File: src/rtl/bcmf_pkg.sv
`timescale 1ns / 1ps
// Shared types and constants for the binarize and cross median filter.
// No dependencies; imported by the line store, the result queue, the checker and the top level.

package bcmf_pkg;

   // Default for the largest supported frame side.
   localparam int MAX_SIDE_DEFAULT = 64;

   // Fixed field widths.
   localparam int PIX_W      = 8;
   localparam int CFG_SIDE_W = 7;
   localparam int POS_W      = 6;
   localparam int CSR_IDX_W  = 2;
   localparam int CSR_DATA_W = 8;

   // Register indexes on the csr port.
   localparam logic [CSR_IDX_W-1:0] REG_IMAGE_WIDTH    = 2'd0;
   localparam logic [CSR_IDX_W-1:0] REG_IMAGE_HEIGHT   = 2'd1;
   localparam logic [CSR_IDX_W-1:0] REG_DARK_THRESHOLD = 2'd2;

   // Register reset values.
   localparam logic [CFG_SIDE_W-1:0] IMAGE_WIDTH_RESET    = 7'd64;
   localparam logic [CFG_SIDE_W-1:0] IMAGE_HEIGHT_RESET   = 7'd64;
   localparam logic [PIX_W-1:0]      DARK_THRESHOLD_RESET = 8'd128;

   // Result queue sizing: one request causes at most three results.
   localparam int MAX_RESULTS = 3;
   localparam int RES_CNT_W   = 2;
   localparam int QUEUE_DEPTH = 4;
   localparam int QUEUE_CNT_W = $clog2(QUEUE_DEPTH + 1);

   typedef struct packed {
      logic             filtered_bit;
      logic [POS_W-1:0] out_row;
      logic [POS_W-1:0] out_col;
      logic             frame_done;
   } result_type;

   // Line values at the column of the next pixel and the one to its right.
   typedef struct packed {
      logic mid_c;
      logic up_c;
      logic mid_r;
   } line_tap_type;

endpackage

File: src/rtl/binarize_cross_median_filter_unit.sv
`timescale 1ns / 1ps
// Binarize and five-point cross median filter, top level (uses bcmf_pkg, bcmf_line_store,
// bcmf_result_queue). Pixels enter in raster order, one request per clock while req_stall is
// low; each is held in an input register until processed, thresholded (at or below
// dark_threshold gives 1), and voted against its up, down, left and right neighbours, with
// anything outside the configured frame counting as 0. A pixel's result appears once the
// pixel below it has arrived, so results run one row behind the input; on the last row each
// pixel also releases the result to its left, and the final pixel releases itself with
// frame_done set. Every result carries its row and column. The rate is one pixel per clock
// on all rows but the last while rsp_stall is low; there the single result port takes two
// results per pixel (three for the final pixel) and sets the pace; a four-entry result queue
// absorbs the bursts and req_stall holds the input when it lacks room. Width and height of 0
// act as 1 and sizes above MAX_SIDE act as MAX_SIDE. Write the csr registers only while no
// pixel is in flight; csr_ready is always high and writes to an unused index are dropped.

module binarize_cross_median_filter_unit
   import bcmf_pkg::*;
#(
   parameter int MAX_SIDE = MAX_SIDE_DEFAULT
) (
   input  logic                  clock,
   input  logic                  reset,
   // pixel requests
   input  logic                  req_valid,
   output logic                  req_stall,
   input  logic [PIX_W-1:0]      req_pixel_value,
   // filtered results
   output logic                  rsp_valid,
   input  logic                  rsp_stall,
   output logic                  rsp_filtered_bit,
   output logic [POS_W-1:0]      rsp_out_row,
   output logic [POS_W-1:0]      rsp_out_col,
   output logic                  rsp_frame_done,
   // register writes
   input  logic                  csr_valid,
   output logic                  csr_ready,
   input  logic [CSR_IDX_W-1:0]  csr_index,
   input  logic [CSR_DATA_W-1:0] csr_wdata
);

   localparam int CNT_W  = $clog2(MAX_SIDE);
   localparam int SIDE_W = CNT_W + 1;
   localparam int CMP_W  = (SIDE_W > CFG_SIDE_W) ? SIDE_W : CFG_SIDE_W;

   function automatic logic vote5(input logic a, input logic b, input logic c,
                                  input logic d, input logic e);
      logic [2:0] sum;
      sum = 3'(a) + 3'(b) + 3'(c) + 3'(d) + 3'(e);
      return (sum >= 3'd3);
   endfunction

   // Configuration registers.
   logic [CFG_SIDE_W-1:0] width_ff, height_ff;
   logic [PIX_W-1:0]      thr_ff;

   // Input register.
   logic             in_v_ff;
   logic [PIX_W-1:0] in_pix_ff;

   // Scan position and short history of the current row.
   logic [CNT_W-1:0] row_ff, col_ff;
   logic             left_ff;   // row above, one column to the left
   logic             bp1_ff;    // this row, one column to the left
   logic             bp2_ff;    // this row, two columns to the left

   logic [CMP_W-1:0]  w_cfg, h_cfg, w_eff, h_eff;
   logic              last_col, last_row;
   logic              has_up, has_left, has_left2;
   logic              pix_bit;
   logic              centre, up, right, left;
   logic              pa, pb, pc;
   logic [RES_CNT_W-1:0] res_count, push_count;
   logic              fire, take;
   logic [CNT_W-1:0]  next_col, next_row;
   logic [SIDE_W-1:0] right_addr;
   logic              right_ok;

   result_type        res_a, res_b, res_c, head;
   result_type        push_item [MAX_RESULTS];
   logic [QUEUE_CNT_W-1:0] space;
   line_tap_type      tap;

   // Register writes: accept every cycle, drop unknown indexes.
   assign csr_ready = 1'b1;

   always_ff @(posedge clock) begin
      if (reset) begin
         width_ff  <= IMAGE_WIDTH_RESET;
         height_ff <= IMAGE_HEIGHT_RESET;
         thr_ff    <= DARK_THRESHOLD_RESET;
      end else if (csr_valid && csr_ready) begin
         case (csr_index)
            REG_IMAGE_WIDTH:    width_ff  <= csr_wdata[CFG_SIDE_W-1:0];
            REG_IMAGE_HEIGHT:   height_ff <= csr_wdata[CFG_SIDE_W-1:0];
            REG_DARK_THRESHOLD: thr_ff    <= csr_wdata;
            default:            ;
         endcase
      end
   end

   // Clamp the frame size and decode the scan position.
   always_comb begin
      w_cfg = CMP_W'(width_ff);
      h_cfg = CMP_W'(height_ff);
      if (w_cfg == '0) begin
         w_eff = CMP_W'(1);
      end else if (w_cfg > CMP_W'(MAX_SIDE)) begin
         w_eff = CMP_W'(MAX_SIDE);
      end else begin
         w_eff = w_cfg;
      end
      if (h_cfg == '0) begin
         h_eff = CMP_W'(1);
      end else if (h_cfg > CMP_W'(MAX_SIDE)) begin
         h_eff = CMP_W'(MAX_SIDE);
      end else begin
         h_eff = h_cfg;
      end

      last_col  = (CMP_W'(col_ff) + CMP_W'(1)) >= w_eff;
      last_row  = (CMP_W'(row_ff) + CMP_W'(1)) >= h_eff;
      has_up    = (row_ff != '0);
      has_left  = (col_ff != '0);
      has_left2 = (col_ff >= CNT_W'(2));
   end

   // Threshold and gather the cross around the pixel one row up.
   always_comb begin
      pix_bit = (in_pix_ff <= thr_ff);
      centre  = has_up & tap.mid_c;
      up      = has_up & tap.up_c;
      right   = has_up & !last_col & tap.mid_r;
      left    = has_up & has_left & left_ff;
   end

   // Build the results of this pixel in output order.
   always_comb begin
      pa = has_up;
      pb = last_row && has_left;
      pc = last_row && last_col;

      res_a.filtered_bit = vote5(centre, up, right, left, pix_bit);
      res_a.out_row      = POS_W'(row_ff - CNT_W'(1));
      res_a.out_col      = POS_W'(col_ff);
      res_a.frame_done   = 1'b0;

      // Left neighbour on the last row: its down neighbour is outside the frame.
      res_b.filtered_bit = vote5(bp1_ff, left_ff, has_left2 & bp2_ff, pix_bit, 1'b0);
      res_b.out_row      = POS_W'(row_ff);
      res_b.out_col      = POS_W'(col_ff - CNT_W'(1));
      res_b.frame_done   = 1'b0;

      // Final pixel of the frame: no right or down neighbour.
      res_c.filtered_bit = vote5(pix_bit, centre, has_left & bp1_ff, 1'b0, 1'b0);
      res_c.out_row      = POS_W'(row_ff);
      res_c.out_col      = POS_W'(col_ff);
      res_c.frame_done   = 1'b1;

      push_item[0] = pa ? res_a : (pb ? res_b : res_c);
      push_item[1] = (pa && pb) ? res_b : res_c;
      push_item[2] = res_c;

      res_count = RES_CNT_W'(pa) + RES_CNT_W'(pb) + RES_CNT_W'(pc);
   end

   // Process the held pixel once the queue has room for all of its results.
   assign fire       = in_v_ff && (space >= QUEUE_CNT_W'(res_count));
   assign push_count = fire ? res_count : '0;
   assign req_stall  = in_v_ff && !fire;
   assign take       = req_valid && !req_stall;

   always_comb begin
      next_col   = last_col ? '0 : (col_ff + CNT_W'(1));
      next_row   = last_col ? (last_row ? '0 : (row_ff + CNT_W'(1))) : row_ff;
      right_addr = SIDE_W'(next_col) + SIDE_W'(1);
      right_ok   = (right_addr < SIDE_W'(MAX_SIDE));
   end

   always_ff @(posedge clock) begin
      if (reset) begin
         in_v_ff <= 1'b0;
      end else if (take) begin
         in_v_ff <= 1'b1;
      end else if (fire) begin
         in_v_ff <= 1'b0;
      end
   end

   always_ff @(posedge clock) begin
      if (take) begin
         in_pix_ff <= req_pixel_value;
      end
   end

   // Advance the scan position; drop the row history at the end of a row.
   always_ff @(posedge clock) begin
      if (reset) begin
         row_ff  <= '0;
         col_ff  <= '0;
         left_ff <= 1'b0;
      end else if (fire) begin
         row_ff  <= next_row;
         col_ff  <= next_col;
         left_ff <= last_col ? 1'b0 : centre;
      end
   end

   always_ff @(posedge clock) begin
      if (fire) begin
         bp2_ff <= bp1_ff;
         bp1_ff <= pix_bit;
      end
   end

   // Store this pixel and move the row above down one line; prefetch the
   // next pixel's column and its right neighbour.
   bcmf_line_store #(
      .MAX_SIDE (MAX_SIDE)
   ) u_line_store (
      .clock     (clock),
      .reset     (reset),
      .step      (fire),
      .wr_addr   (col_ff),
      .wr_mid    (pix_bit),
      .wr_up     (centre),
      .rd_a_addr (next_col),
      .rd_b_addr (right_addr[CNT_W-1:0]),
      .rd_b_ok   (right_ok),
      .tap       (tap)
   );

   bcmf_result_queue u_result_queue (
      .clock      (clock),
      .reset      (reset),
      .push_count (push_count),
      .push_item  (push_item),
      .space      (space),
      .rsp_valid  (rsp_valid),
      .rsp_stall  (rsp_stall),
      .head       (head)
   );

   assign rsp_filtered_bit = head.filtered_bit;
   assign rsp_out_row      = head.out_row;
   assign rsp_out_col      = head.out_col;
   assign rsp_frame_done   = head.frame_done;

endmodule

File: src/rtl/bcmf_line_store.sv
`timescale 1ns / 1ps
// Two one-bit line memories (previous row and the row before it) with registered reads.
// Depends on bcmf_pkg for the tap struct.

module bcmf_line_store
   import bcmf_pkg::*;
#(
   parameter int MAX_SIDE = MAX_SIDE_DEFAULT
) (
   input  logic                        clock,
   input  logic                        reset,
   input  logic                        step,
   input  logic [$clog2(MAX_SIDE)-1:0] wr_addr,
   input  logic                        wr_mid,
   input  logic                        wr_up,
   input  logic [$clog2(MAX_SIDE)-1:0] rd_a_addr,
   input  logic [$clog2(MAX_SIDE)-1:0] rd_b_addr,
   input  logic                        rd_b_ok,
   output line_tap_type                tap
);

   logic                mid_mem [MAX_SIDE];
   logic                up_mem  [MAX_SIDE];
   logic [MAX_SIDE-1:0] vld_ff;

   logic a_mid_ff, a_up_ff, b_mid_ff;
   logic fwd_mid_ff, fwd_up_ff;
   logic a_vld_ff, a_hit_ff, b_vld_ff, b_hit_ff;

   // Memory write and registered reads.
   always_ff @(posedge clock) begin
      if (step) begin
         mid_mem[wr_addr] <= wr_mid;
         up_mem[wr_addr]  <= wr_up;
         a_mid_ff         <= mid_mem[rd_a_addr];
         a_up_ff          <= up_mem[rd_a_addr];
         b_mid_ff         <= mid_mem[rd_b_addr];
         fwd_mid_ff       <= wr_mid;
         fwd_up_ff        <= wr_up;
      end
   end

   // Entries never written read as zero; a read of the entry written on the
   // same edge takes the new value.
   always_ff @(posedge clock) begin
      if (reset) begin
         vld_ff   <= '0;
         a_vld_ff <= 1'b0;
         a_hit_ff <= 1'b0;
         b_vld_ff <= 1'b0;
         b_hit_ff <= 1'b0;
      end else if (step) begin
         vld_ff[wr_addr] <= 1'b1;
         a_vld_ff        <= vld_ff[rd_a_addr];
         a_hit_ff        <= (rd_a_addr == wr_addr);
         b_vld_ff        <= rd_b_ok && vld_ff[rd_b_addr];
         b_hit_ff        <= rd_b_ok && (rd_b_addr == wr_addr);
      end
   end

   always_comb begin
      tap.mid_c = a_hit_ff ? fwd_mid_ff : (a_vld_ff & a_mid_ff);
      tap.up_c  = a_hit_ff ? fwd_up_ff  : (a_vld_ff & a_up_ff);
      tap.mid_r = b_hit_ff ? fwd_mid_ff : (b_vld_ff & b_mid_ff);
   end

endmodule

File: src/rtl/bcmf_result_queue.sv
`timescale 1ns / 1ps
// Small shifting result queue: takes up to three results per cycle, drains one.
// Depends on bcmf_pkg for the result struct and queue sizing.

module bcmf_result_queue
   import bcmf_pkg::*;
(
   input  logic                   clock,
   input  logic                   reset,
   input  logic [RES_CNT_W-1:0]   push_count,
   input  result_type             push_item [MAX_RESULTS],
   output logic [QUEUE_CNT_W-1:0] space,
   output logic                   rsp_valid,
   input  logic                   rsp_stall,
   output result_type             head
);

   logic [QUEUE_CNT_W-1:0] cnt_ff, cnt_in, base;
   result_type             slot_ff  [QUEUE_DEPTH];
   result_type             slot_in  [QUEUE_DEPTH];
   result_type             shifted  [QUEUE_DEPTH];
   logic                   pop;

   always_comb begin
      pop  = (cnt_ff != '0) && !rsp_stall;
      base = cnt_ff - QUEUE_CNT_W'(pop);

      // Advance the queue by one on a pop.
      for (int i = 0; i < QUEUE_DEPTH - 1; i++) begin
         shifted[i] = pop ? slot_ff[i + 1] : slot_ff[i];
      end
      shifted[QUEUE_DEPTH-1] = slot_ff[QUEUE_DEPTH-1];

      // Append new results right behind the surviving ones.
      for (int i = 0; i < QUEUE_DEPTH; i++) begin
         logic [QUEUE_CNT_W-1:0] m;
         m          = QUEUE_CNT_W'(i) - base;
         slot_in[i] = shifted[i];
         if (QUEUE_CNT_W'(i) >= base && m < QUEUE_CNT_W'(push_count)) begin
            case (m[RES_CNT_W-1:0])
               2'd0:    slot_in[i] = push_item[0];
               2'd1:    slot_in[i] = push_item[1];
               default: slot_in[i] = push_item[2];
            endcase
         end
      end

      cnt_in = base + QUEUE_CNT_W'(push_count);
   end

   always_ff @(posedge clock) begin
      if (reset) begin
         cnt_ff <= '0;
      end else begin
         cnt_ff <= cnt_in;
      end
   end

   always_ff @(posedge clock) begin
      slot_ff <= slot_in;
   end

   assign space     = QUEUE_CNT_W'(QUEUE_DEPTH) - cnt_ff;
   assign rsp_valid = (cnt_ff != '0);
   assign head      = slot_ff[0];

endmodule

File: config.mk
export PLATFORM = sky130hd
export DESIGN_NAME = binarize_cross_median_filter_unit
export DESIGN_NICKNAME = d
export VERILOG_FILES = /design/src/rtl/bcmf_pkg.sv /design/src/rtl/binarize_cross_median_filter_unit.sv /design/src/rtl/bcmf_line_store.sv /design/src/rtl/bcmf_result_queue.sv
export SDC_FILE = /design/constraint.sdc
export NUM_CORES = 1
export LEC_CHECK = 0
export ABC_CLOCK_PERIOD_IN_PS = 6600
export BUFFER_PORTS_ARGS = -buffer_cell sky130_fd_sc_hd__buf_2
export CORE_MARGIN = 2
export CORE_UTILIZATION = 45
export CTS_CLUSTER_DIAMETER = 30
export DETAILED_ROUTE_END_ITERATION = 10
export GPL_ROUTABILITY_DRIVEN = 0
export PLACE_DENSITY = 0.71
export SYNTH_ARGS = -nofsm -noshare
export SYNTH_HDL_FRONTEND = slang
export SYNTH_SLANG_ARGS = --single-unit
export TNS_END_PERCENT = 20
File: constraint.sdc
create_clock -name clock -period 6.6 [get_ports clock]
set_clock_uncertainty 0.05 [all_clocks]
set_input_delay 0.33 -clock clock [delete_from_list [all_inputs] [get_ports clock]]
set_output_delay 0.33 -clock clock [all_outputs]
set_load 0.005 [all_outputs]
# Word-level counts from Yosys, hierarchy flattened
# Memories as Yosys holds them, arrays and structs flattened. A register that Yosys moved wholly into a read port is not among the register bits.
# Index checks and enable logic that the tools add are counted.
[classes] eq_ne=8 bitwise_logic=12 n_mux=34 n_reduce_logical=36 magnitude_cmp=23 addsub=25
[op_table] op="$mux 14" count=9
[op_table] op="$pmux 14 s2" count=4
[op_table] op="$or 64x64->64" count=1
[op_table] op="$mux 7" count=4
[op_table] op="$add 6x1->7 const B" count=3
[op_table] op="$lt 6x7->1 const B" count=3
[op_table] op="$ge 7x7->1" count=2
[op_table] op="$gt 7x7->1 const B" count=2
[op_table] op="$logic_and 1x1->1" count=14
[op_table] op="$logic_not 7->1" count=2
[op_table] op="$add 6x1->6 const B" count=2
[op_table] op="$bmux 1 s6" count=2
[op_table] op="$eq 6x6->1" count=2
[op_table] op="$lt 3x2->1" count=4
[op_table] op="$mux 6" count=2
[op_table] op="$reduce_bool 6->1" count=2
[op_table] op="$sub 6x1->6 const B" count=2
[op_table] op="$and 1x1->1" count=11
[op_table] op="$mux 1" count=11
[op_table] op="$eq 2x1->1 const B" count=5
[op_table] op="$logic_not 2->1" count=5
[op_table] op="$add 2x1->3" count=3
[op_table] op="$add 3x1->3" count=3
[op_table] op="$ge 3x2->1 const B" count=3
[op_table] op="other kinds (21)" count=37
[word_totals] word_cells=173 output_inout_bits=17 inputBits=23 mem_count=2 reg_bits=174 mem_bits_rw=128
[memory_table] name="u_line_store.mid_mem" depth=64 word_bits=1 read_ports=2 rd_ports_with_merged_regs=2 wr=1 line="bcmf_line_store.sv:22" text="logic mid_mem [MAX_SIDE];"
[memory_table] name="u_line_store.up_mem" depth=64 word_bits=1 read_ports=1 rd_ports_with_merged_regs=1 wr=1 line="bcmf_line_store.sv:23" text="logic up_mem [MAX_SIDE];"

# Logic depth before layout (Yosys ltp)
# Gate-level depths: netlist of run 1.
[depth] word_depth=14 ltp_mapped=29 depth_no_buf=25

# By module
# A second synthesis of run 1 with hierarchy kept.
[hier_totals] cells_unflattened=1398 area_unflattened_um2=16118.0
[by_module_without_submodules] module="bcmf_line_store" cells_each=656 instances=1 area_per_inst_um2=9170.0
[by_module_without_submodules] module="bcmf_result_queue" cells_each=345 instances=1 area_per_inst_um2=3590.9
[by_module_without_submodules] module="binarize_cross_median_filter_unit" cells_each=397 instances=1 area_per_inst_um2=3357.0

# Worst setup path before layout of run 1
# Ideal clock, no wire load.
[synth_timing] kind="register to register" start="reg col_ff[1]" end="reg u_result_queue.slot_ff, in the netlist u_result_queue.head[2], data pin" arrival_time_ps=6378 n_path_buf=5 stages_incl_launch_ff=26 required_ps=6289 slack_ps=-89 setup_time_ps=261 cell_sequence="dfxtp_1 -> ha_1 -> xnor2_1 -> inv_2 -> clkbuf_1 -> buf_1 -> ha_1 -> nor2_1 -> nor2_1 -> a211o_1 -> buf_1 -> nand2_1 -> fa_1 -> inv_1 -> ha_1 -> o21ai_0 -> and3b_1 -> nand2b_1 -> inv_1 -> buf_1 -> nand2b_1 -> ha_1 -> a2111oi_0 -> clkbuf_1 -> o31ai_1 -> o32a_1"
[synth_lines] element="start, declared" line="binarize_cross_median_filter_unit.sv:61" text="logic [CNT_W-1:0] row_ff, col_ff;"
[synth_lines] element="start signal, assigned" line="binarize_cross_median_filter_unit.sv:203" text="col_ff <= next_col;"
[synth_lines] element="end signal, assigned" line="bcmf_result_queue.sv:60" text="slot_ff <= slot_in;"
[synth_lines] element="end, declared" line="bcmf_result_queue.sv:19" text="result_type slot_ff [QUEUE_DEPTH];"

# Worst setup path in the final report of run 1
[layout_timing] start="reg col_ff[1]" end="reg u_line_store.b_mid_ff (read register of u_line_store.mid_mem), data pin"
[layout_between] elab_chain_cells=6
[layout_lines] element="$add 6x1->7 / $reduce_bool 6->1 (equally long branches)" line="binarize_cross_median_filter_unit.sv:120, binarize_cross_median_filter_unit.sv:123"
[layout_lines] element="$ge 7x7->1 / $logic_and 1x1->1 (equally long branches)" line="binarize_cross_median_filter_unit.sv:120, binarize_cross_median_filter_unit.sv:139"
[layout_lines] element="$logic_and 1x1->1 / $add 1x1->2 (equally long branches)" line="binarize_cross_median_filter_unit.sv:140, binarize_cross_median_filter_unit.sv:163"
[layout_lines] element="$add 2x1->2" line="binarize_cross_median_filter_unit.sv:163" text="res_count = RES_CNT_W'(pa) + RES_CNT_W'(pb) + RES_CNT_W'(pc);"
[layout_lines] element="$ge 3x2->1" line="binarize_cross_median_filter_unit.sv:167" text="assign fire = in_v_ff && (space >= QUEUE_CNT_W'(res_count));"
[layout_lines] element="$logic_and 1x1->1" line="binarize_cross_median_filter_unit.sv:167"
[layout_lines] element="end, declared" line="bcmf_line_store.sv:26" text="logic a_mid_ff, a_up_ff, b_mid_ff;"
# Parallel ways exist; a longest one is shown, timed or not.
# A chain may end at the register's enable or synchronous reset.

==> flow_summary.yaml, run 1 <==
worst_setup_path:
  crit_path_max_incr_delay_ns: 0.95
  path_class: "reg -> reg"
  end_kind: "flop"
  arrival_ns: 6.27
  cp-start-kind: "flop"
  worst-path-buf-inv: 3
  worstPathMaxFanout: 22
  r2r_start: "col_ff[1]"
  crit_slowest_cell: "ha_1"
  reg2reg_depth: 17
  r2r-end: "u_line_store.b_mid_ff"
  cpMostUsedCell: "ha_1"
  crit_required_ns: 6.83
  critPathLaunch: "col_ff[1]"
  path_cells: "ha_1 -> nand3_1 -> xor2_1 -> inv_1 -> ha_1 -> nand4_1 -> nor2_1 -> a211oi_4 -> nand2_1 -> clkinv_1 -> ha_1 -> buf_4 -> mux4_2 -> mux2i_1 -> mux2i_1 -> nor3b_1 -> nor4_1"
  rrSetupSlack_ns: 0.56
  cp_top_family: "adder cells"
power:
  pwr-share-clk: 0.431
  swShare: 0.313
  intPower_mw: 5.21
  comb_power_share: 0.245
  ir_drop_mv: 0.280
  cellPowerDensity_mw_per_mm2: 396
  p_leak_nw: 7.04
  seqPwrFrac: 0.324
  p_switching_mw: 2.37
yosys:
  ys_top_cells_by_count: "nor2_1, edfxtp_1, nand2_1"
  syn_avg_cell_area_um2: 10.5
  ys.flop_type: "edfxtp_1"
  yosysTopAreaCellShare: 0.367
  synth_cells: 1544
  synth_edf_count: 198
  yosys_warnings: 0
  mappedNetlistNets: 1631
  post-synth-top-area-cell: "edfxtp_1"
  ys_ff_latch: 305
  ys_async_sr_fraction: 0
  seq_area_frac_synth: 0.499
  synth_cell_types: 84
  synthTopCellsByArea: "edfxtp_1, dfxtp_1, nor2_1"
  syn_area_mm2: 0.0162
  synth_most_common_cell: "nor2_1"
grt:
  grt-ovfl-total: 0
  grt_pass1_vias: 12700
  grt_max_degree: 67
  grtUsageTotal: 0.242
  grt_pass1_wl_um: 71700
  antenna_found_initial: 0
clocking:
  cts_htree_levels: 3
  clk_latency_ns: 0.56
  cts.sinks: 305
  cts.root.buffer_cell: "clkbuf_16"
  numCtsBuffers: 69
  cts.clk_slew.worst_paths_ns: 0.04
  post_cts_buffers: 0
  cts_tree: "built"
  clock_path_buffers: 3
placement:
  port_buffers: 38
  place_ws_ns: 0.280
  dp_hpwl_um: 29900
floorplanning:
  die_x_um: 194
  die_h_um: 194
  start_util: 0.456
  rows: 69
  io_pins: 40
  core_area_mm2: 0.0355
  die-area_mm2: 0.0375
finish:
  final-seq-area_mm2: 0.00809
  nFillCells: 2959
  layout-drive-gt1-share: 0.173
  multi_input_area_mm2: 0.00746
  antenna_cells: 0
  synthToLayoutAreaGrowth_pct: 18.1
  fin_nets: 1678
detailed_routing:
  wl_um: 45600
  drt-initial-drc-count: 1911
  viasPerCell: 6.13
  vias: 12900
  drtAntennaViolNets: 0
  wl_per_cell_um: 21.7
  dr.pass1.iters: 9
  drc: 0
worst_hold_path:
  hold_path.class: "in -> reg"
  hold_depth: 3
  hold-path-endpoint: "w_cfg[5]"
  min_from: "csr_wdata[5]"
job:
  timing.max_cap.violations: 0
timing:
  rsz0062_at_grt: "false"
  max_slew_margin: 0.312
  maxSlewViolCount: 0
  tns_ns: 0
  finalHoldViolations: 0
  finalCritPeriodShare: 0.916
  tightest_slew_ns: 1.02
  timing.fmax_mhz: 165
  finalSetupViolations: 0
  period_needed_ns: 6.04
  worst_slack_ns: 0.557
outcome:
  run_status: "finished, final reports clean"
[flip-flops by register name, indices dropped and copies added, names as in the netlist, 3 cells and up]
signal,flops
w_cfg,7
u_result_queue.slot_ff,28
col_ff,6
u_result_queue.cnt_ff,3
u_line_store.mid_mem,64
row_ff,6
u_result_queue.head,14
u_line_store.up_mem,64
thr_ff,8
in_pix_ff,8
h_cfg,7
u_line_store.vld_ff,64
u_result_queue.shifted,14
[per-layer routing]
metal / routed length (um) / up-vias / track usage
li1: - / 5766 / -
met1: 18000 / 6124 / 0.316
met2: 21000 / 838 / 0.378
met3: 4700 / 175 / 0.0579
met4: 1990 / 0 / 0.120
met5: 0 / - / 0
[metrics by stage]
step	instance area (um2)	hold slack [ns]	std cells	total power [mW]	utilization
floorplan	16200	0.379	1544	3.77	-
global placement	16700	0.424	1970	4.23	0.472
detailed placement	16700	0.435	1970	4.28	0.472
CTS	19100	0.00465	2106	7.56	0.539
global route	19100	0.0198	2106	7.88	0.539
finish	19100	0.0167	2106	7.57	0.539
[logic make-up after synthesis]
| group | share of synthesized area |
|---|---|
| and+or+nand+nor | 0.163 |
| DFF | 0.499 |
| AOI/OAI and AO/OA | 0.129 |
| buffers and inverters | 0.0410 |
| muxes | 0.0998 |
| adders and majority gates | 0.0522 |
| xor gates and xnor gates | 0.0155 |
| other | 0.000232 |
[what timing repair did]
item / in CTS / in global routing
setup endpoints to repair: 0 / 14
endpoints found under the hold margin: 11 / 0
gates resized for setup: 0 / 1
hold buffers: 11 / 0
[power by group through the flow]
stage	sequential (mW)	clock [mW]	combinational, mW
global route	2.47	3.40	2.01
CTS	2.46	3.29	1.81
global placement	2.48	0	1.75
floorplan	2.48	0	1.29
detailed placement	2.49	0	1.79
finish	2.45	3.26	1.86
[placed cells by master, fill, tap and decap left out, drive strengths merged, types with 7 or more instances in the layout]
master	netlist	routed
a211oi	19	19
a21o	11	11
a21oi	73	73
a221oi	13	13
a22o	7	7
a22oi	20	20
a31oi	26	26
a32oi	10	10
and3	15	15
buf	40	72
clkbuf	67	90
clkinv	1	21
clkinvlp	0	7
dfxtp	107	107
dlygate4sd3	0	11
edfxtp	198	198
ha	58	58
inv	45	51
mux2i	41	41
mux4	51	51
nand2	150	150
nand2b	10	10
nand3	40	40
nor2	311	311
nor2b	9	9
nor3	22	22
nor4	7	7
o21ai	31	31
o21ba	12	12
o22ai	12	12
or2	13	13
xnor2	18	18
xor2	9	9
[tightest hold or removal path, delay by kind of cell]
family        cells  cell delay (ns)
simple gates      1             0.07
mux               1             0.07
buf+inv           1             0.11
[worst max-delay path by stage]
stage                                 end  slack [ns]  cells after the start
6_report            u_line_store.b_mid_ff        0.56                     17
2_1_floorplan  u_result_queue.slot_ff[28]        0.09                     26
5_1_grt        u_result_queue.slot_ff[31]        0.08                     22
3_3_place_gp   u_result_queue.slot_ff[31]        0.49                     22
4_1_cts        u_result_queue.slot_ff[31]        0.20                     22
3_5_place_dp   u_result_queue.slot_ff[33]        0.28                     22
[final cells by class]
cell class | instances | share of cell area
sequential | 305 | 0.423
multi-input combinational | 1086 | 0.390
clock buffer | 90 | 0.103
tap | 461 | 0.0302
timing repair buffer | 83 | 0.0292
clock inverter | 35 | 0.0152
inverter | 46 | 0.00903
Power figures use the tool's default switching activity.
==> inputs of run 2 (changes only) <==
--- a/config.mk
+++ b/config.mk
@@ -7,12 +7,16 @@
 export LEC_CHECK = 0
 export ABC_CLOCK_PERIOD_IN_PS = 6600
 export BUFFER_PORTS_ARGS = -buffer_cell sky130_fd_sc_hd__buf_2
+export CELL_PAD_IN_SITES_DETAIL_PLACEMENT = 0
+export CELL_PAD_IN_SITES_GLOBAL_PLACEMENT = 2
 export CORE_MARGIN = 2
-export CORE_UTILIZATION = 45
+export CORE_UTILIZATION = 38
 export CTS_CLUSTER_DIAMETER = 30
 export DETAILED_ROUTE_END_ITERATION = 10
 export GPL_ROUTABILITY_DRIVEN = 0
-export PLACE_DENSITY = 0.71
+export GPL_TIMING_DRIVEN = 0
+export MAX_ROUTING_LAYER = met4
+export PLACE_DENSITY = 0.84
 export SYNTH_ARGS = -nofsm -noshare
 export SYNTH_HDL_FRONTEND = slang
 export SYNTH_SLANG_ARGS = --single-unit
==> run 2 against run 1 <==
  * Sequential power barely moved
  * Combinational power is 9% higher
  * Register-to-register slack got worse by 0.47 ns
  * Hold slack improved by 0.011 ns
  * Clock power up 11%
  * Fmax fell by 7.3%
  * Total power grew 6.7%
  * Highest routed layer unchanged
==> flow_summary.yaml, run 2 (same netlist as run 1, synthesis figures left out) <==
worst_setup_path:
  crit_slowest_cell: "clkbuf_1"
  path_cells: "buf_4 -> inv_1 -> buf_8 -> ha_1 -> ha_1 -> a211o_4 -> a211oi_4 -> nand2_4 -> inv_1 -> buf_2 -> buf_2 -> ha_1 -> clkbuf_1 -> clkbuf_1 -> mux4_4 -> nand2_1 -> a21oi_1 -> a2111oi_2 -> nor4_1"
  r2r_start: "col_ff[0]"
  end_kind: "flop"
  rrSetupSlack_ns: 0.08
  cp_top_family: "buffers and inverters"
  reg2reg_depth: 19
  crit_required_ns: 6.86
  cpMostUsedCell: "ha_1"
  worst-path-buf-inv: 8
  cp-start-kind: "flop"
  crit_path_max_incr_delay_ns: 0.78
  worstPathMaxFanout: 21
  critPathLaunch: "col_ff[0]"
  r2r-end: "u_line_store.b_mid_ff"
  arrival_ns: 6.78
  cp.depth: 19
  path_class: "reg -> reg"
finish:
  fin_nets: 1766
  synthToLayoutAreaGrowth_pct: 23.3
  antenna_cells: 0
  final_common_cell: "nor2_1"
  final_cell_mix: "nor2_1, edfxtp_1, nand2_1, dfxtp_1, clkbuf_16"
  final_area_mm2: 0.0200
  reg_top3: "u_line_store.mid_mem x64, u_line_store.up_mem x64, u_line_store.vld_ff x64"
  layout.cells.non_filler: 2282
  utilization: 0.475
  layout-drive-gt1-share: 0.192
clocking:
  clk_latency_ns: 0.58
  cts.root.buffer_cell: "clkbuf_16"
  numCtsBuffers: 76
  cts.sinks: 305
  cts_tree: "built"
  cts.clk_slew.worst_paths_ns: 0.04
  cts_htree_levels: 3
  clock_path_buffers: 3
detailed_routing:
  vias: 13000
  wl_per_cell_um: 23.0
  wl_um: 52500
  drt-initial-drc-count: 1258
  drtAntennaViolNets: 0
  viasPerCell: 5.70
  dr.pass1.iters: 5
  drc: 0
power:
  cellPowerDensity_mw_per_mm2: 405
  power_mw: 8.08
  p_leak_nw: 7.33
  ir_drop_mv: 0.269
timing:
  tns_ns: 0
  finalHoldViolations: 0
  worst_slack_ns: 0.0833
  finalSetupViolations: 0
  finalCritPeriodShare: 0.987
  maxSlewViolCount: 0
  tightest_slew_ns: 0.995
  max_slew_margin: 0.334
  whs_ns: 0.0278
  timing.fmax_mhz: 153
  period_needed_ns: 6.52
  rsz0062_at_grt: "true"
placement:
  placed_area_mm2: 0.0171
  dp_hpwl_um: 37700
  place_ws_ns: -2.22
  placed_cells: 2125
  port_buffers: 38
floorplanning:
  core_area_mm2: 0.0420
  io_pins: 40
  start_util: 0.385
  die-area_mm2: 0.0443
  die_x_um: 210
  rows: 75
  die_h_um: 210
grt:
  grtUsageTotal: 0.245
  grt-ovfl-total: 0
  grt_pass1_wl_um: 78900
  antenna_found_initial: 0
  grt_max_degree: 38
  grt_pass1_vias: 12700
worst_hold_path:
  hold_path.class: "in -> reg"
  hold-path-endpoint: "w_cfg[1]"
  min_from: "csr_wdata[1]"
  hold_depth: 3
outcome:
  run_status: "finished, final reports clean"
job:
  timing.max_cap.violations: 0
[run 2: changes by cell type in the layout (fill, tap and decap cells not counted), moves of 7 or more]
cell	change
clkbuf_8	-7
clkbuf_1	+50
buf_2	+21
clkbuf_2	+13
buf_6	+9
clkinvlp_4	+7
buf_4	-25
[run 2: repair_timing]
item	4_1_cts	5_1_grt
hold buffers	15	0
gates resized for setup	38	16
setup buffers	0	3
endpoints found under the hold margin	22	0
setup endpoints to repair	305	97
gates cloned	0	0
[run 2: metal layers]
| layer | share of wire | wire length [um] | vias up | global-route usage |
|---|---|---|---|---|
| met4 | 0.037 | 1940 | 0 | 0.106 |
| li1 | - | - | 5953 | - |
| met5 | 0 | 0 | - | - |
| met2 | 0.46 | 24400 | 558 | 0.381 |
| met3 | 0.068 | 3590 | 123 | 0.0401 |
| met1 | 0.43 | 22600 | 6374 | 0.317 |
[run 2: worst max path at each step]
stage                                       endpoint  slack [ns]
after detailed placement      u_result_queue.head[6]       -2.22
after global placement    u_result_queue.slot_ff[41]       -3.36
after floorplan           u_result_queue.slot_ff[28]        0.09
after CTS                     u_result_queue.head[2]        0.03
final                          u_line_store.b_mid_ff        0.08
after global routing      u_result_queue.slot_ff[16]       -0.05
[run 2: final cells by class]
cell class                 instances  area, um2
clock inverter                    54        527
buffer                           104        529
fill                            3922      22100
sequential                       305       8090
clock buffer                      88       2000
tap                              539        674
multi-input combinational       1086       7550
inverter                          46        176
timing repair buffer              60        425
[run 2: tightest hold or removal path, stage by stage]
cell     delay, ns
buf_2         0.13
mux2i_1       0.08
nor2_1        0.08
[run 2: power by group]
part           internal, mW  total (mW)  leakage (nW)  switching (mW)
combinational         0.699        2.02          3.45            1.32
sequential             2.40        2.45          2.68          0.0498
clock                  2.45        3.62          1.20            1.17
==> inputs of run 3 (changes only) <==
--- a/config.mk
+++ b/config.mk
@@ -17,6 +17,7 @@
 export GPL_TIMING_DRIVEN = 0
 export MAX_ROUTING_LAYER = met4
 export PLACE_DENSITY = 0.84
+export SETUP_SLACK_MARGIN = 0.15
 export SYNTH_ARGS = -nofsm -noshare
 export SYNTH_HDL_FRONTEND = slang
 export SYNTH_SLANG_ARGS = --single-unit
==> run 3 against run 2 <==
  * Non-clock buffer count increased by 5
  * Count of clock-buffer cells in the layout is 4 higher
  * Sequential share of layout area shrank 0.36 points
  * Setup slack improved by 0.28 ns
  * Cell area rose by 0.90%
  * Sequential power about the same
  * Hold slack gained 0.18 ns
  * Critical endpoint unchanged
  * Largest cell class unchanged
==> flow_summary.yaml, run 3 (same netlist as run 1, synthesis figures left out) <==
power:
  cellPowerDensity_mw_per_mm2: 408
  pwr-share-clk: 0.452
  comb_power_share: 0.251
  intPower_mw: 5.61
  ir_drop_mv: 0.217
  p_leak_nw: 7.44
  swShare: 0.318
  seqPwrFrac: 0.297
  p_switching_mw: 2.62
finish:
  layout.cells.non_filler: 2286
  synthToLayoutAreaGrowth_pct: 24.5
  reg_top3: "u_line_store.mid_mem x64, u_line_store.up_mem x64, u_line_store.vld_ff x64"
  antenna_cells: 0
  final_common_cell: "nor2_1"
  fin_nets: 1771
  final_cell_mix: "nor2_1, edfxtp_1, nand2_1, dfxtp_1, clkbuf_16"
  layout-drive-gt1-share: 0.200
floorplanning:
  rows: 75
  die_x_um: 210
  die_h_um: 210
  die-area_mm2: 0.0443
  io_pins: 40
  start_util: 0.385
  core_area_mm2: 0.0420
outcome:
  run_status: "finished, final reports clean"
worst_setup_path:
  critPathLaunch: "col_ff[0]"
  crit_path_max_incr_delay_ns: 0.72
  rrSetupSlack_ns: 0.37
  r2r-end: "u_line_store.b_mid_ff"
  worstPathMaxFanout: 21
  crit_slowest_cell: "clkbuf_1"
  arrival_ns: 6.52
  path_class: "reg -> reg"
  path_cells: "buf_6 -> clkinvlp_4 -> buf_8 -> ha_1 -> ha_1 -> a211o_4 -> a211oi_4 -> nand2_4 -> inv_1 -> buf_2 -> buf_2 -> ha_1 -> clkbuf_1 -> clkbuf_1 -> mux4_2 -> mux2i_1 -> mux2i_1 -> nor3b_1 -> nor4_1"
  crit_required_ns: 6.89
  cp-start-kind: "flop"
  end_kind: "flop"
  cpMostUsedCell: "ha_1"
  reg2reg_depth: 19
  r2r_start: "col_ff[0]"
clocking:
  clk_latency_ns: 0.61
  cts_htree_levels: 3
  cts_tree: "built"
  numCtsBuffers: 75
  cts.clk_slew.worst_paths_ns: 0.04
  cts.sinks: 305
  cts.root.buffer_cell: "clkbuf_16"
  clock_path_buffers: 3
timing:
  max_slew_margin: 0.366
  tightest_slew_ns: 0.948
  period_needed_ns: 6.23
  finalSetupViolations: 0
  worst_slack_ns: 0.368
  rsz0062_at_grt: "true"
  maxSlewViolCount: 0
  finalHoldViolations: 0
  timing.fmax_mhz: 160
  tns_ns: 0
  finalCritPeriodShare: 0.944
placement:
  placed_cells: 2124
  dp_hpwl_um: 37700
  port_buffers: 38
  place_ws_ns: -2.33
detailed_routing:
  viasPerCell: 5.79
  dr.pass1.iters: 6
  wl_per_cell_um: 23.4
  vias: 13200
  drt-initial-drc-count: 1454
  drc: 0
  drtAntennaViolNets: 0
  wl_um: 53500
job:
  timing.max_cap.violations: 0
worst_hold_path:
  min_from: "rsp_stall"
  hold_path.class: "in -> reg"
  hold_depth: 2
  hold-path-endpoint: "u_result_queue.slot_ff[23]"
grt:
  grtUsageTotal: 0.250
  grt_pass1_wl_um: 80500
  grt_max_degree: 42
  grt_pass1_vias: 13100
  antenna_found_initial: 0
  grt-ovfl-total: 0
## run 3: area by class of cell
cell class	count	area [um2]
multi-input cells	1087	7610
fillers	3857	21900
well taps	539	674
clock buffers	92	2060
plain buffers	105	561
flip-flops and latches	305	8090
repair buffers	64	453
clock inverters	48	520
inverters	46	183
## run 3: routing by layer
| layer | wire (um) | up-vias | share of wire | track usage |
|---|---|---|---|---|
| li1 | - | 5963 | - | - |
| met1 | 22300 | 6460 | 0.42 | 0.317 |
| met2 | 24800 | 649 | 0.46 | 0.391 |
| met3 | 4110 | 160 | 0.077 | 0.0450 |
| met4 | 2290 | 0 | 0.043 | 0.113 |
| met5 | 0 | - | 0 | - |
## run 3: worst max-delay path, delay by kind of cell (launching register included)
family | cells | cell delay [ns]
AO/OA/AOI/OAI | 2 | 0.69
adder cells (fa/ha/maj) | 3 | 0.86
flip-flops | 1 | 0.41
AND/OR/NAND/NOR | 3 | 0.50
multiplexers | 3 | 0.85
buffers and inverters | 8 | 2.52
## run 3: power groups by stage
stage	Sequential, mW	Combinational, mW	Clock [mW]
2_1_floorplan	2.48	1.29	0
3_3_place_gp	2.49	1.87	0
3_5_place_dp	2.48	1.91	0
4_1_cts	2.45	2.01	3.74
5_1_grt	2.46	2.26	3.85
6_report	2.44	2.07	3.72
## run 3: worst max path at each step
stage / to / slack, ns / cells past startpoint
after detailed placement: u_result_queue.head[12] / -2.33 / 25
after floorplan: u_result_queue.head[2] / 0.15 / 25
final: u_line_store.b_mid_ff / 0.37 / 19
after global placement: u_result_queue.slot_ff[41] / -3.47 / 15
after CTS: u_result_queue.head[2] / 0.15 / 23
after global routing: u_result_queue.slot_ff[37] / 0.11 / 25
## run 3: stage by stage
stage	area (um2)	utilization	total power [mW]	hold WS, ns
global placement	17100	0.406	4.36	0.417
finish	20200	0.479	8.23	0.204
CTS	20100	0.477	8.20	0.117
global route	20200	0.479	8.57	0.205
floorplan	16200	-	3.77	0.379
detailed placement	17100	0.407	4.39	0.433
## run 3: timing repair
action                                 in CTS  in global routing
endpoints found under the hold margin      29                  0
pin swaps                                   1                  1
setup endpoints to repair                 327                 94
gates resized for setup                    55                 32
gates cloned                                0                  1
buffers inserted                            2                  4
hold buffers                               17                  0
